$ cat src/hw/rtl/m2r_pkg.sv
// Shared types and constants for the monochrome to RGB565 window stream.
// Used by every module in hw/rtl; depends on nothing.
`timescale 1ns / 1ps

package m2r_pkg;

    localparam int COORD_W    = 16;
    localparam int MONO_W     = 8;
    localparam int IN_DATA_W  = 4 * COORD_W + MONO_W;   // 72, whole bytes
    localparam int PIX_W      = 33;                     // window area up to 2^32
    localparam int CNT_W      = 4;                      // pixels per request, 0..8
    localparam int IDX_W      = 5;                      // output byte index, 0..15
    localparam int CFG_IDX_W  = 3;
    localparam int CFG_DATA_W = 16;
    localparam int QDEPTH     = 2;
    localparam int QPTR_W     = 1;

    localparam logic [PIX_W-1:0] PIX_PER_BYTE = PIX_W'(MONO_W);
    localparam logic [CNT_W-1:0] MAX_COUNT    = CNT_W'(MONO_W);

    // input request kind, carried on s_axis_tuser
    typedef enum logic {
        CMD_START = 1'b0,
        CMD_FRAME = 1'b1
    } cmd_t;

    // kind of work queued between front and back
    typedef enum logic {
        KIND_HEADER = 1'b0,
        KIND_PIXELS = 1'b1
    } kind_t;

    // configuration register indexes
    typedef enum logic [CFG_IDX_W-1:0] {
        CFG_FG_COLOR   = 3'd0,
        CFG_BG_COLOR   = 3'd1,
        CFG_COLUMN_CMD = 3'd2,
        CFG_ROW_CMD    = 3'd3,
        CFG_WRITE_CMD  = 3'd4
    } cfg_idx_t;

    // header byte positions
    localparam logic [IDX_W-1:0] HDR_COLUMN_CMD = 5'd0;
    localparam logic [IDX_W-1:0] HDR_XS_HI      = 5'd1;
    localparam logic [IDX_W-1:0] HDR_XS_LO      = 5'd2;
    localparam logic [IDX_W-1:0] HDR_XE_HI      = 5'd3;
    localparam logic [IDX_W-1:0] HDR_XE_LO      = 5'd4;
    localparam logic [IDX_W-1:0] HDR_ROW_CMD    = 5'd5;
    localparam logic [IDX_W-1:0] HDR_YS_HI      = 5'd6;
    localparam logic [IDX_W-1:0] HDR_YS_LO      = 5'd7;
    localparam logic [IDX_W-1:0] HDR_YE_HI      = 5'd8;
    localparam logic [IDX_W-1:0] HDR_YE_LO      = 5'd9;
    localparam logic [IDX_W-1:0] HDR_WRITE_CMD  = 5'd10;

    typedef struct packed {
        logic [15:0] fg_color;
        logic [15:0] bg_color;
        logic [7:0]  column_cmd;
        logic [7:0]  row_cmd;
        logic [7:0]  write_cmd;
    } cfg_t;

    // header: data = {y_end, y_start, x_end, x_start}
    // pixels: data[7:0] = mono byte, count = pixels to send, done = window ends here
    typedef struct packed {
        kind_t            kind;
        logic [63:0]      data;
        logic [CNT_W-1:0] count;
        logic             done;
    } qentry_t;

endpackage

$ cat src/hw/rtl/m2r_front.sv
// Front end: accepts requests, tracks the remaining window pixel count and
// queues header or pixel work. Depends on m2r_pkg.
`timescale 1ns / 1ps

module m2r_front
(
    input  logic                           clk,
    input  logic                           rst_n,
    input  logic                           in_valid,
    output logic                           in_ready,
    input  logic                           in_cmd,
    input  logic [m2r_pkg::IN_DATA_W-1:0]  in_data,
    output logic                           push_valid,
    input  logic                           push_ready,
    output m2r_pkg::qentry_t               push_entry
);

    logic [m2r_pkg::PIX_W-1:0] pixels_left_reg;
    logic [m2r_pkg::PIX_W-1:0] pixels_left_next;

    logic [15:0] xs, ys, xe, ye;
    logic [16:0] width, height;
    logic [33:0] area;
    logic        window_ok;
    logic        accept;
    logic        is_start;
    logic        have_pixels;
    logic [m2r_pkg::CNT_W-1:0] count;

    assign xs = in_data[15:0];
    assign ys = in_data[31:16];
    assign xe = in_data[47:32];
    assign ye = in_data[63:48];

    assign width     = {1'b0, xe} - {1'b0, xs} + 17'd1;
    assign height    = {1'b0, ye} - {1'b0, ys} + 17'd1;
    assign area      = width * height;
    assign window_ok = (xe >= xs) && (ye >= ys);

    assign in_ready    = push_ready;
    assign accept      = in_valid && in_ready;
    assign is_start    = (in_cmd == m2r_pkg::CMD_START);
    assign have_pixels = (pixels_left_reg != '0);

    always_comb
    begin
        if (pixels_left_reg >= m2r_pkg::PIX_PER_BYTE)
            count = m2r_pkg::MAX_COUNT;
        else
            count = pixels_left_reg[m2r_pkg::CNT_W-1:0];
    end

    // frame byte with an empty window yields nothing, so nothing is queued
    assign push_valid = accept && (is_start || have_pixels);

    always_comb
    begin
        push_entry.data = {ye, ys, xe, xs};
        if (is_start)
        begin
            push_entry.kind  = m2r_pkg::KIND_HEADER;
            push_entry.count = '0;
            push_entry.done  = 1'b0;
        end
        else
        begin
            push_entry.kind  = m2r_pkg::KIND_PIXELS;
            push_entry.data  = {56'd0, in_data[71:64]};
            push_entry.count = count;
            push_entry.done  = (pixels_left_reg <= m2r_pkg::PIX_PER_BYTE);
        end
    end

    always_comb
    begin
        pixels_left_next = pixels_left_reg;
        if (accept)
        begin
            if (is_start)
                pixels_left_next = window_ok ? area[m2r_pkg::PIX_W-1:0] : '0;
            else
                pixels_left_next = pixels_left_reg - {29'd0, count};
        end
    end

    always_ff @(posedge clk or negedge rst_n)
    begin
        if (!rst_n)
            pixels_left_reg <= '0;
        else
            pixels_left_reg <= pixels_left_next;
    end

endmodule

$ cat src/hw/rtl/m2r_queue.sv
// Two-entry queue of work between the front and back ends.
// Depends on m2r_pkg.
`timescale 1ns / 1ps

module m2r_queue
(
    input  logic             clk,
    input  logic             rst_n,
    input  logic             push_valid,
    output logic             push_ready,
    input  m2r_pkg::qentry_t push_entry,
    output logic             pop_valid,
    input  logic             pop_ready,
    output m2r_pkg::qentry_t pop_entry
);

    m2r_pkg::qentry_t mem_reg [m2r_pkg::QDEPTH];

    logic [m2r_pkg::QPTR_W-1:0] wr_ptr_reg, wr_ptr_next;
    logic [m2r_pkg::QPTR_W-1:0] rd_ptr_reg, rd_ptr_next;
    logic [m2r_pkg::QPTR_W:0]   fill_reg, fill_next;
    logic push, pop;

    assign push_ready = (fill_reg != (m2r_pkg::QPTR_W + 1)'(m2r_pkg::QDEPTH));
    assign pop_valid  = (fill_reg != '0);
    assign pop_entry  = mem_reg[rd_ptr_reg];

    assign push = push_valid && push_ready;
    assign pop  = pop_valid && pop_ready;

    always_comb
    begin
        wr_ptr_next = push ? wr_ptr_reg + 1'b1 : wr_ptr_reg;
        rd_ptr_next = pop  ? rd_ptr_reg + 1'b1 : rd_ptr_reg;
        fill_next   = fill_reg;
        if (push && !pop)
            fill_next = fill_reg + 1'b1;
        else if (pop && !push)
            fill_next = fill_reg - 1'b1;
    end

    always_ff @(posedge clk or negedge rst_n)
    begin
        if (!rst_n)
        begin
            wr_ptr_reg <= '0;
            rd_ptr_reg <= '0;
            fill_reg   <= '0;
        end
        else
        begin
            wr_ptr_reg <= wr_ptr_next;
            rd_ptr_reg <= rd_ptr_next;
            fill_reg   <= fill_next;
        end
    end

    always_ff @(posedge clk)
    begin
        if (push)
            mem_reg[wr_ptr_reg] <= push_entry;
    end

endmodule

$ cat src/hw/rtl/m2r_back.sv
// Back end: walks each queued entry one output byte per cycle, unless the
// output stalls, into the output register. Depends on m2r_pkg.
`timescale 1ns / 1ps

module m2r_back
(
    input  logic             clk,
    input  logic             rst_n,
    input  m2r_pkg::cfg_t    cfg,
    input  logic             q_valid,
    output logic             q_ready,
    input  m2r_pkg::qentry_t q_entry,
    output logic             out_valid,
    input  logic             out_ready,
    output logic [7:0]       out_byte,
    output logic             out_is_command,
    output logic             out_last,
    output logic             out_frame_done
);

    logic [m2r_pkg::IDX_W-1:0] idx_reg, idx_next;
    logic       valid_reg, valid_next;
    logic [7:0] byte_reg, byte_next;
    logic       cmd_reg, cmd_next;
    logic       last_reg, last_next;
    logic       done_reg, done_next;

    logic       step;
    logic       final_byte;
    logic [15:0] color;
    logic [m2r_pkg::IDX_W-1:0] pix_last_idx;

    assign step = q_valid && (!valid_reg || out_ready);

    assign pix_last_idx = {q_entry.count, 1'b0} - 5'd1;
    assign color = q_entry.data[idx_reg[3:1]] ? cfg.fg_color : cfg.bg_color;

    always_comb
    begin
        byte_next  = byte_reg;
        cmd_next   = 1'b0;
        final_byte = 1'b0;
        if (q_entry.kind == m2r_pkg::KIND_HEADER)
        begin
            final_byte = (idx_reg == m2r_pkg::HDR_WRITE_CMD);
            case (idx_reg)
                m2r_pkg::HDR_COLUMN_CMD:
                begin
                    byte_next = cfg.column_cmd;
                    cmd_next  = 1'b1;
                end
                m2r_pkg::HDR_XS_HI: byte_next = q_entry.data[15:8];
                m2r_pkg::HDR_XS_LO: byte_next = q_entry.data[7:0];
                m2r_pkg::HDR_XE_HI: byte_next = q_entry.data[31:24];
                m2r_pkg::HDR_XE_LO: byte_next = q_entry.data[23:16];
                m2r_pkg::HDR_ROW_CMD:
                begin
                    byte_next = cfg.row_cmd;
                    cmd_next  = 1'b1;
                end
                m2r_pkg::HDR_YS_HI: byte_next = q_entry.data[47:40];
                m2r_pkg::HDR_YS_LO: byte_next = q_entry.data[39:32];
                m2r_pkg::HDR_YE_HI: byte_next = q_entry.data[63:56];
                m2r_pkg::HDR_YE_LO: byte_next = q_entry.data[55:48];
                m2r_pkg::HDR_WRITE_CMD:
                begin
                    byte_next = cfg.write_cmd;
                    cmd_next  = 1'b1;
                end
                default: byte_next = cfg.write_cmd;
            endcase
        end
        else
        begin
            // high byte of each colour first
            final_byte = (idx_reg == pix_last_idx);
            byte_next  = idx_reg[0] ? color[7:0] : color[15:8];
        end
    end

    assign last_next = final_byte;
    assign done_next = final_byte && q_entry.done &&
                       (q_entry.kind == m2r_pkg::KIND_PIXELS);
    assign q_ready   = step && final_byte;

    always_comb
    begin
        idx_next   = idx_reg;
        valid_next = valid_reg;
        if (step)
        begin
            idx_next   = final_byte ? '0 : idx_reg + 1'b1;
            valid_next = 1'b1;
        end
        else if (out_ready)
            valid_next = 1'b0;
    end

    always_ff @(posedge clk or negedge rst_n)
    begin
        if (!rst_n)
        begin
            idx_reg   <= '0;
            valid_reg <= 1'b0;
        end
        else
        begin
            idx_reg   <= idx_next;
            valid_reg <= valid_next;
        end
    end

    always_ff @(posedge clk)
    begin
        if (step)
        begin
            byte_reg <= byte_next;
            cmd_reg  <= cmd_next;
            last_reg <= last_next;
            done_reg <= done_next;
        end
    end

    assign out_valid      = valid_reg;
    assign out_byte       = byte_reg;
    assign out_is_command = cmd_reg;
    assign out_last       = last_reg;
    assign out_frame_done = done_reg;

endmodule

$ cat src/hw/rtl/mono_to_rgb565_window_stream.sv
// Top level of the monochrome to RGB565 window stream.
// Depends on m2r_pkg, m2r_front, m2r_queue and m2r_back.
`timescale 1ns / 1ps

// A start request (tuser = 0) sends an 11-byte window header: column command,
// x_start and x_end big-endian, row command, y_start and y_end big-endian,
// then the memory-write command; the three command bytes carry is_command.
// It also loads the pixel count with the window area (zero if the window is
// inverted); a new start drops whatever was left of the previous window.
// A frame-byte request (tuser = 1) expands its bits LSB first into colours,
// foreground for a set bit and background for a clear one, high byte first,
// up to 8 pixels or until the count runs out; with nothing left it yields no
// output. tlast marks the final byte of each request, tuser[1] the low byte
// of the window's final pixel. Output runs one byte per cycle unless
// m_axis_tready stalls it: 11 bytes per header, 2 per pixel of a frame
// byte, up to 16; the back-end byte walker sets the rate. The front end
// takes a new request every cycle while the two-entry queue has room;
// requests pass the queue, then the output register. Configuration is written
// by the user through cfg_we/cfg_index/cfg_data while idle; not enforced.

module mono_to_rgb565_window_stream
(
    input  logic                             clk,
    input  logic                             rst_n,

    input  logic                             cfg_we,
    input  logic [m2r_pkg::CFG_IDX_W-1:0]    cfg_index,
    input  logic [m2r_pkg::CFG_DATA_W-1:0]   cfg_data,

    input  logic                             s_axis_tvalid,
    output logic                             s_axis_tready,
    // [15:0] x_start, [31:16] y_start, [47:32] x_end, [63:48] y_end,
    // [71:64] mono_byte
    input  logic [m2r_pkg::IN_DATA_W-1:0]    s_axis_tdata,
    // [0] command
    input  logic                             s_axis_tuser,

    output logic                             m_axis_tvalid,
    input  logic                             m_axis_tready,
    // [7:0] out_byte
    output logic [7:0]                       m_axis_tdata,
    // [0] is_command, [1] frame_done
    output logic [1:0]                       m_axis_tuser,
    output logic                             m_axis_tlast
);

    m2r_pkg::cfg_t    cfg_reg;
    m2r_pkg::qentry_t push_entry;
    m2r_pkg::qentry_t pop_entry;
    logic push_valid, push_ready;
    logic pop_valid, pop_ready;
    logic is_command, frame_done;

    // configuration registers; writes to unused indexes are dropped
    always_ff @(posedge clk or negedge rst_n)
    begin
        if (!rst_n)
        begin
            cfg_reg.fg_color   <= 16'hFFFF;
            cfg_reg.bg_color   <= 16'h0000;
            cfg_reg.column_cmd <= 8'd42;
            cfg_reg.row_cmd    <= 8'd43;
            cfg_reg.write_cmd  <= 8'd44;
        end
        else if (cfg_we)
        begin
            case (cfg_index)
                m2r_pkg::CFG_FG_COLOR:   cfg_reg.fg_color   <= cfg_data;
                m2r_pkg::CFG_BG_COLOR:   cfg_reg.bg_color   <= cfg_data;
                m2r_pkg::CFG_COLUMN_CMD: cfg_reg.column_cmd <= cfg_data[7:0];
                m2r_pkg::CFG_ROW_CMD:    cfg_reg.row_cmd    <= cfg_data[7:0];
                m2r_pkg::CFG_WRITE_CMD:  cfg_reg.write_cmd  <= cfg_data[7:0];
                default:                 cfg_reg            <= cfg_reg;
            endcase
        end
    end

    m2r_front u_front
    (
        .clk        (clk),
        .rst_n      (rst_n),
        .in_valid   (s_axis_tvalid),
        .in_ready   (s_axis_tready),
        .in_cmd     (s_axis_tuser),
        .in_data    (s_axis_tdata),
        .push_valid (push_valid),
        .push_ready (push_ready),
        .push_entry (push_entry)
    );

    m2r_queue u_queue
    (
        .clk        (clk),
        .rst_n      (rst_n),
        .push_valid (push_valid),
        .push_ready (push_ready),
        .push_entry (push_entry),
        .pop_valid  (pop_valid),
        .pop_ready  (pop_ready),
        .pop_entry  (pop_entry)
    );

    m2r_back u_back
    (
        .clk            (clk),
        .rst_n          (rst_n),
        .cfg            (cfg_reg),
        .q_valid        (pop_valid),
        .q_ready        (pop_ready),
        .q_entry        (pop_entry),
        .out_valid      (m_axis_tvalid),
        .out_ready      (m_axis_tready),
        .out_byte       (m_axis_tdata),
        .out_is_command (is_command),
        .out_last       (m_axis_tlast),
        .out_frame_done (frame_done)
    );

    assign m_axis_tuser = {frame_done, is_command};

endmodule
$ cat config.mk
export PLATFORM = sky130hd
export DESIGN_NAME = mono_to_rgb565_window_stream
export DESIGN_NICKNAME = d
export VERILOG_FILES = /design/src/hw/rtl/m2r_pkg.sv /design/src/hw/rtl/m2r_front.sv /design/src/hw/rtl/m2r_queue.sv /design/src/hw/rtl/m2r_back.sv /design/src/hw/rtl/mono_to_rgb565_window_stream.sv
export SDC_FILE = /design/constraint.sdc
export NUM_CORES = 1
export LEC_CHECK = 0
export BUFFER_PORTS_ARGS = -buffer_cell sky130_fd_sc_hd__buf_2
export CORE_MARGIN = 2
export CORE_UTILIZATION = 28
export DETAILED_ROUTE_END_ITERATION = 12
export SETUP_SLACK_MARGIN = 0.05
export SLEW_MARGIN = 25
export SYNTH_ARGS = -nofsm -noshare
export SYNTH_HDL_FRONTEND = slang
export SYNTH_SLANG_ARGS = --single-unit
$ cat constraint.sdc
create_clock -name clk -period 5.3 [get_ports clk]
set_input_delay 1.06 -clock clk [delete_from_list [all_inputs] [get_ports clk]]
set_output_delay 1.06 -clock clk [all_outputs]
set_load 0.05 [all_outputs]
==> reports/qor.yml, run 1 <==
status: "finished, violations left"
violations: "setup timing"
drv_slew: 0
ant_nets: 0
cts_hold_buf: 0
cp_slowest_cell: "fa_1"
async_flop_share_pct: 39.6
core_mm2: 0.0820
postSynthCellCount: 2299
ios: 110
cp-end-kind: "register"
initial_core_util_pct: 28.3
crit_family: "adder cells"
tightestPinTransition_ns: 1.00
synth-edff-count: 151
dp_hpwl_mm: 51.9
drt_wl_total_mm: 64.9
clkTransAtPathRegs_ns: 0.06
layout_setup_ws_ns: -2.95
diodes: 0
relSlewSlack_pct: 33.2
die_w_um: 292
layout-drive-gt1-share_pct: 32.2
hold_slack_ns: 0.421
area_delta_synth_final_pct: 30.4
cts_root_buffer: "clkbuf_16"
numCtsBuffers: 27
numPortBuffers: 109
grt_pass1_wl_mm: 104
clkSinkCount: 250
drv_cap: 0
yosysSeqAreaShare_pct: 30.4
first_pass_iters: 6
design.die.area_mm2: 0.0850
drt-initial-drc-count: 935
fin_skew_ns: 0.0167
cts_htree_levels: 1
grt.total_usage_pct: 15.3
fin_crit_sh_pct: 156
synth.distinct_cells: 85
ys_warn_count: 0
crit_path_start_kind: "input pin"
tritoncts: "yes"
clockBufferDepth: 3
crit_buf_inv: 8
hold_viol: 0
fmax_mhz: 121
grt_max_degree: 71
hp-class: "in -> async"
fin_nets: 3249
vias_per_cell: 4.65
clock_latency_ns: 0.56
path_class: "in -> reg"
vias: 17800
drcViolationCount: 0
pre_cts_ws_ns: -3.72
rsz0062_at_grt: "true"
syn_area_mm2: 0.0232
crit_top_cell: "fa_1"
synth.net_count: 2812
worstPathRequired_ns: 5.74
place.gp.congestion: 0.856
grt-ovfl-total: 0
grt_pass1_vias: 18700
avgRoutedWirePerCell_um: 17.0
cp_max_fo: 4
synth_ff_type: "edfxtp_1"
largest_reg_flops: 140
synth-seq-cells: 250
syn_avg_cell_area_um2: 10.1
antenna_found_initial: 0
worstPathArrival_ns: 8.69
finalSetupViolCount: 28
die_y_um: 292
slowest_delay_ns: 0.59
post-route-min-period_ns: 8.25
core.rowCount: 105
[routing by layer]
| layer | GRT usage (%) | routed length [µm] |
|---|---|---|
| met1 | 20.1 | 28100 |
| met2 | 27.1 | 32800 |
| met3 | 1.39 | 2670 |
| met4 | 3.55 | 1350 |
| met5 | 0 | 0 |
[synth_stat cells, drive strengths merged, types with 9 or more instances]
cell type | n | share of area [%]
xor2 | 31 | 1.2
nand2 | 272 | 4.4
mux2i | 47 | 2.0
xnor2 | 37 | 1.4
o221ai | 13 | 0.49
edfxtp | 151 | 20
nand2b | 27 | 0.73
nor4 | 11 | 0.39
buf | 17 | 0.37
a21oi | 60 | 1.3
nor2b | 38 | 1.0
a21o | 16 | 0.52
ha | 177 | 9.6
a22oi | 23 | 0.81
dfstp | 26 | 2.9
o21bai | 10 | 0.37
nor3 | 38 | 0.84
a31oi | 9 | 0.24
clkbuf | 66 | 1.1
inv | 367 | 5.9
fa | 239 | 21
mux2 | 69 | 3.4
a211oi | 12 | 0.39
and2 | 92 | 2.5
a221oi | 20 | 0.76
o22ai | 14 | 0.38
mux4 | 9 | 0.88
nand3 | 14 | 0.30
o21a | 13 | 0.43
o21ai | 84 | 1.8
dfrtp | 73 | 7.9
nor2 | 126 | 2.1
or3 | 12 | 0.35
[per-stage QoR]
stage / area, µm² / util (%) / cells / setup TNS (ns)
2_1_floorplan: 23800 / - / 2299 / -60.89
3_3_place_gp: 28000 / 34.1 / 3726 / -80.44
3_5_place_dp: 28000 / 34.1 / 3726 / -81.33
4_1_cts: 29700 / 36.2 / 3806 / -61.78
5_1_grt: 30200 / 36.8 / 3827 / -69.83
6_report: 30200 / 36.8 / 3827 / -61.81
[final cells by class]
class,count,area [µm²]
clock buffers,32,694
clock inverters,18,230
fillers,8193,51800
inverters,368,1410
multi-input cells,1598,15700
flip-flops and latches,250,7050
well taps,1070,1340
repair buffers,491,3800
[cell usage in the layout, fill, tap and decap left out, types with 31 or more instances in the layout]
| cell | synthesis | routed |
|---|---|---|
| edfxtp_1 | 151 | 151 |
| inv_2 | 0 | 41 |
| nor3_1 | 37 | 32 |
| buf_6 | 0 | 35 |
| a21oi_1 | 58 | 40 |
| nor2b_1 | 38 | 34 |
| fa_1 | 239 | 223 |
| buf_4 | 3 | 335 |
| ha_4 | 0 | 31 |
| nor2_1 | 124 | 117 |
| inv_1 | 367 | 322 |
| dfrtp_1 | 73 | 72 |
| o21ai_0 | 68 | 51 |
| buf_2 | 8 | 101 |
| and2_1 | 92 | 85 |
| mux2_2 | 65 | 65 |
| mux2i_1 | 47 | 47 |
| ha_1 | 177 | 136 |
| nand2_1 | 272 | 248 |
[timing repair]
action / CTS / global route
pin swaps: 137 / 135
hold endpoints to repair: 0 / 0
setup endpoints to repair: 28 / 28
setup buffers: 36 / 27
resized for setup: 137 / 87
cloned: 0 / 1
[cells by family after synthesis]
group           Yosys count  synth area share, %
buf+inv                 451                 7.40
other cells               1               0.0162
xor+xnor                 68                 2.57
simple gates            672                 13.9
compound gates          316                 9.15
flops                   250                 30.4
fa+ha+maj               416                 30.2
mux                     125                 6.31
[final timing paths]
path	start	end	slack, ns	depth (start not counted)
setup / recovery	s_axis_tdata[17]	u_front.pixels_left_reg[32]	-2.95	37
setup reg to reg	u_front.pixels_left_reg[27]	u_front.pixels_left_reg[28]	1.63	13
hold / removal	rst_n	cfg_reg[10]	0.42	1
hold reg to reg	cfg_reg[39]	cfg_reg[39]	0.51	1
min in group clk	cfg_reg[39]	cfg_reg[39]	0.51	1
max in group asynchronous	rst_n	u_front.pixels_left_reg[28]	3.84	2
Power of run 1 is left out: the tool's default activity adds up to more than one toggle a clock period on the data nets, which glitch-free logic cannot reach.
==> inputs of run 2 (changes only) <==
==> constraint.sdc (replaced) <==
create_clock -name clk -period 8.8 [get_ports clk]
set_input_delay 1.76 -clock clk [delete_from_list [all_inputs] [get_ports clk]]
set_output_delay 1.76 -clock clk [all_outputs]
set_load 0.05 [all_outputs]
==> reports/qor.yml, run 2 (synthesis results as in run 1) <==
relSlewSlack_pct: 33.9  # +0.73 points
clock_latency_ns: 0.59  # +0.03 ns
pre_cts_ws_ns: -0.937  # +2.78 ns
first_pass_iters: 5  # -1
worstPathRequired_ns: 9.24  # +3.50 ns
tritoncts: "yes"
most-common-layout-cells: "348 x inv_1, 285 x buf_4, 259 x nand2_1"
fin_nets: 3170  # -2.4%
violations: "setup timing"
die_y_um: 292  # unchanged
fin_skew_ns: 0.0284  # +0.0117 ns
ios: 110  # unchanged
fin_crit_sh_pct: 100
die_w_um: 292  # unchanged
cp-end-kind: "register"
drcViolationCount: 0  # unchanged
hold_viol: 0  # unchanged
initial_core_util_pct: 28.3  # unchanged
numPortBuffers: 109  # unchanged
numCtsBuffers: 28  # +3.7%
layout_setup_ws_ns: -0.0216  # +2.93 ns
clkTransAtPathRegs_ns: 0.06  # about the same
core.rowCount: 105  # unchanged
cts_root_buffer: "clkbuf_16"
diodes: 0  # unchanged
grt-ovfl-total: 0  # unchanged
slowest_delay_ns: 0.53  # -0.06 ns
core_mm2: 0.0820  # unchanged
grt_max_degree: 71  # unchanged
vias: 17600  # -1.5%
post-route-min-period_ns: 8.82
place.gp.congestion: 0.881  # +2.9%
drv_slew: 0  # unchanged
vias_per_cell: 4.68  # +0.61%
design.die.area_mm2: 0.0850  # unchanged
tns_ns: -0.0216  # +61.79 ns
drv_cap: 0  # unchanged
final_common_cell: "inv_1"
stdcell_count: 3748  # -2.1%
antenna_found_initial: 0  # unchanged
rsz0062_at_grt: "true"
grt_pass1_vias: 18500  # -1.3%
drt-initial-drc-count: 896  # -4.2%
grt_pass1_wl_mm: 102  # -1.3%
crit_path_start_kind: "input pin"
grt.total_usage_pct: 15.1  # -0.23 points
crit_top_cell: "fa_1"
cts_htree_levels: 1  # unchanged
finalSetupViolCount: 1  # -96%
fillers: 8274  # +0.99%
fmax_mhz: 113
cp_slowest_cell: "fa_1"
status: "finished, violations left"
dp.cells: 3679  # -1.3%
path_class: "in -> reg"
cp_max_fo: 7  # +3
drt_wl_total_mm: 63.0  # -3.0%
ant_nets: 0  # unchanged
cts_hold_buf: 0  # unchanged
hp-class: "reg -> reg"
dp_hpwl_mm: 51.0  # -1.7%
largest_reg_flops: 140  # unchanged
avgRoutedWirePerCell_um: 16.8  # -0.98%
clockBufferDepth: 3  # unchanged
tightestPinTransition_ns: 0.991  # -0.0109 ns
area_delta_synth_final_pct: 25.1
layout-drive-gt1-share_pct: 26.7  # -5.5 points
clkSinkCount: 250  # unchanged
worstPathArrival_ns: 9.26  # +0.57 ns
==> run 2: stage by stage <==
step | util [%] | area [µm²] | hold WS [ns]
6_report | 35.3 | 29000 | 0.500
3_5_place_dp | 33.4 | 27400 | 0.490
3_3_place_gp | 33.4 | 27400 | 0.485
5_1_grt | 35.3 | 29000 | 0.519
4_1_cts | 35.0 | 28700 | 0.505
2_1_floorplan | - | 23600 | 0.455
==> run 2: final cells by class <==
| cell class | instances | area, µm² | share of cell area [%] |
|---|---|---|---|
| sequential | 250 | 7050 | 24.3 |
| multi-input combinational | 1598 | 15200 | 52.3 |
| clock buffer | 35 | 737 | 2.54 |
| timing repair buffer | 411 | 3040 | 10.5 |
| inverter | 368 | 1400 | 4.85 |
| tap | 1070 | 1340 | 4.62 |
| clock inverter | 16 | 249 | 0.859 |
==> run 2: worst max-delay path: cells and delay by family <==
kind	cells	cell delay, ns
AO/OA/AOI/OAI	16	2.46
buffers and inverters	9	0.63
AND/OR/NAND/NOR	2	0.19
adder cells (fa/ha/maj)	9	3.92
XOR/XNOR	2	0.30
==> run 2: path summary, 6_finish.rpt <==
check | startpoint | depth (start not counted) | slack [ns] | to
setup / recovery | s_axis_tdata[2] | 38 | -0.02 | u_front.pixels_left_reg[32]
hold / removal | cfg_reg[33] | 1 | 0.50 | cfg_reg[33]
setup reg to reg | u_front.pixels_left_reg[27] | 12 | 4.96 | u_front.pixels_left_reg[26]
hold reg to reg | cfg_reg[33] | 1 | 0.50 | cfg_reg[33]
max in group asynchronous | rst_n | 3 | 6.63 | u_front.pixels_left_reg[28]
min in group asynchronous | rst_n | 1 | 1.11 | cfg_reg[23]
==> run 2: what timing repair did <==
| action | 4_1_cts | 5_1_grt |
|---|---|---|
| gates cloned | 0 | 0 |
| gates resized for setup | 48 | 59 |
| pin swaps | 63 | 43 |
| buffers inserted | 10 | 8 |
| hold endpoints to repair | 0 | 0 |
| endpoints found under the setup margin | 15 | 17 |
==> run 2: metal layers <==
metal	vias to the layer above	routed length, µm	track usage (%)
met5	-	0	0
met4	0	1340	3.24
met3	72	2650	1.68
met2	379	31500	26.6
met1	8776	27500	19.8
li1	8325	-	-
Power of run 2 is left out for the same reason.
==> inputs of run 3 (changes only) <==
--- a/config.mk
+++ b/config.mk
@@ -5,10 +5,12 @@
 export SDC_FILE = /design/constraint.sdc
 export NUM_CORES = 1
 export LEC_CHECK = 0
+export ABC_AREA = 1
 export BUFFER_PORTS_ARGS = -buffer_cell sky130_fd_sc_hd__buf_2
 export CORE_MARGIN = 2
 export CORE_UTILIZATION = 28
 export DETAILED_ROUTE_END_ITERATION = 12
+export REMOVE_ABC_BUFFERS = 1
 export SETUP_SLACK_MARGIN = 0.05
 export SLEW_MARGIN = 25
 export SYNTH_ARGS = -nofsm -noshare
==> reports/qor.yml, run 3 <==
synth.distinct_cells: 64  # -25%
rsz0062_at_grt: "true"
ios: 110  # unchanged
hp-class: "reg -> reg"
ant_nets: 0  # unchanged
finalSetupViolCount: 0  # -1
dp_hpwl_mm: 61.0  # +19%
clkSinkCount: 250  # unchanged
core_mm2: 0.0866  # +5.7%
syn_area_mm2: 0.0244  # +5.5%
core.rowCount: 108  # +2.9%
layout-drive-gt1-share_pct: 20.1  # -6.6 points
vias: 21000  # +20%
crit_top_cell: "inv_1"
drcViolationCount: 0  # unchanged
grt.total_usage_pct: 16.6  # +1.6 points
drv_slew: 0  # unchanged
drt_wl_total_mm: 74.4  # +18%
synth_area_leaders: "fa_1 20%, edfxtp_1 19%, nand2_1 12%"
yosys.area.top_type: "fa_1"
grt-ovfl-total: 0  # unchanged
tns_ns: 0  # +0.0216 ns
synth_ff_type: "edfxtp_1"
clockBufferDepth: 3  # unchanged
hold_viol: 0  # unchanged
grt_pass1_wl_mm: 118  # +15%
synth-seq-cells: 250  # unchanged
tritoncts: "yes"
syn_avg_cell_area_um2: 8.05  # -20%
synth_top_area_share_pct: 19.6  # -1.1 points
yosysSeqAreaShare_pct: 28.8  # -1.6 points
drv_cap: 0  # unchanged
avgRoutedWirePerCell_um: 16.2  # -3.7%
worstPathRequired_ns: 9.31  # +0.07 ns
path_class: "in -> reg"
clock_latency_ns: 0.58  # about the same
synth-edff-count: 151  # unchanged
cts_htree_levels: 1  # unchanged
slowest_delay_ns: 0.53  # about the same
pre_cts_ws_ns: -0.748  # +0.189 ns
place.gp.congestion: 0.919  # +4.3%
postLayoutCoreUtil_pct: 34.8  # -0.55 points
cts_root_buffer: "clkbuf_16"
final_common_cell: "nand2_1"
clkTransAtPathRegs_ns: 0.06  # about the same
cts_hold_buf: 0  # unchanged
design.die.area_mm2: 0.0896  # +5.4%
numPortBuffers: 109  # unchanged
fmax_mhz: 119  # +4.6%
ys_top_cells_by_count: "800 x nand2_1, 548 x inv_1, 320 x nor2_1"
cp_slowest_cell: "fa_1"
postSynthCellCount: 3035  # +32%
async_flop_share_pct: 39.6  # unchanged
grt_max_degree: 66  # -7.0%
layout_setup_ws_ns: 0.363  # +0.385 ns
largest_reg_flops: 140  # unchanged
area_delta_synth_final_pct: 23.4
post-route-min-period_ns: 8.44  # -0.385 ns
worstPathArrival_ns: 8.95  # -0.31 ns
die_w_um: 299  # +2.7%
antenna_found_initial: 2  # +2
fin_crit_sh_pct: 95.9  # -4.4 points
tightestPinTransition_ns: 1.01  # +0.0230 ns
status: "finished, final reports clean"
first_pass_iters: 7  # +2
yosysMostFrequentCell: "nand2_1"
die_y_um: 299  # +2.7%
cp-end-kind: "register"
drt-initial-drc-count: 1349  # +51%
grt_pass1_vias: 21200  # +14%
fin_skew_ns: 0.0256  # -0.00280 ns
ys_warn_count: 0  # unchanged
cp_max_fo: 4  # -3
relSlewSlack_pct: 32.4  # -1.5 points
numCtsBuffers: 29  # +3.6%
vias_per_cell: 4.56  # -2.5%
crit_path_start_kind: "input pin"
initial_core_util_pct: 28.2  # -0.053 points
fin_nets: 3929  # +24%
most-common-layout-cells: "780 x nand2_1, 533 x inv_1, 316 x buf_4"
## run 3: worst paths after layout
path | slack (ns) | depth (start not counted) | endpoint | from
min | 0.48 | 1 | u_queue.fill_reg[0] | u_queue.fill_reg[0]
min in group asynchronous | 1.22 | 1 | cfg_reg[37] | rst_n
max | 0.36 | 42 | u_front.pixels_left_reg[30] | s_axis_tdata[1]
max reg2reg | 5.02 | 17 | u_queue.fill_reg[1] | u_queue.rd_ptr_reg
min reg2reg | 0.48 | 1 | u_queue.fill_reg[0] | u_queue.fill_reg[0]
max in group asynchronous | 6.35 | 2 | u_front.pixels_left_reg[18] | rst_n
## run 3: logic make-up after synthesis
| logic type | count (synthesis) | share of synthesized area [%] |
|---|---|---|
| compound gates | 321 | 7.43 |
| xor+xnor | 43 | 1.62 |
| fa+ha+maj | 416 | 28.7 |
| buf+inv | 649 | 10.2 |
| flops | 250 | 28.8 |
| mux | 2 | 0.0820 |
| other cells | 1 | 0.0154 |
| simple gates | 1353 | 23.2 |
## run 3: critical path: cells and delay by family
kind / cells / cell delay, ns
fa+ha+maj: 10 / 3.96
simple gates: 16 / 1.69
buf+inv: 11 / 0.89
compound gates: 5 / 0.61
## run 3: area by class of cell
class	count	area [µm²]
Clock inverter	16	178
Multi-Input combinational cell	2136	15400
Timing Repair Buffer	433	3090
Antenna cell	2	5.00
Tap cell	1155	1450
Sequential cell	250	7050
Fill cell	8984	56500
Clock buffer	38	842
Inverter	566	2140
## run 3: stage by stage
step / cell area, µm² / instances / hold WS, ns
after CTS: 29500 / 4576 / 0.484
after detailed placement: 28500 / 4522 / 0.468
final: 30100 / 4596 / 0.482
after global routing: 30100 / 4594 / 0.507
after floorplan: 24100 / 2952 / 0.446
after global placement: 28500 / 4522 / 0.460
## run 3: repair_timing
| action | 4_1_cts | 5_1_grt |
|---|---|---|
| setup endpoints to repair | 14 | 21 |
| buffers inserted | 0 | 18 |
| resized for setup | 11 | 122 |
| pin swaps | 0 | 54 |
## run 3: metal layers
metal / global-route usage [%] / routed length (µm) / vias up
met3: 1.73 / 4240 / 96
met4: 5.00 / 2320 / 2
met2: 28.9 / 36300 / 581
met1: 21.8 / 31500 / 10100
met5: 0 / 13 / -
li1: - / - / 10200
Power of run 3 is left out for the same reason.
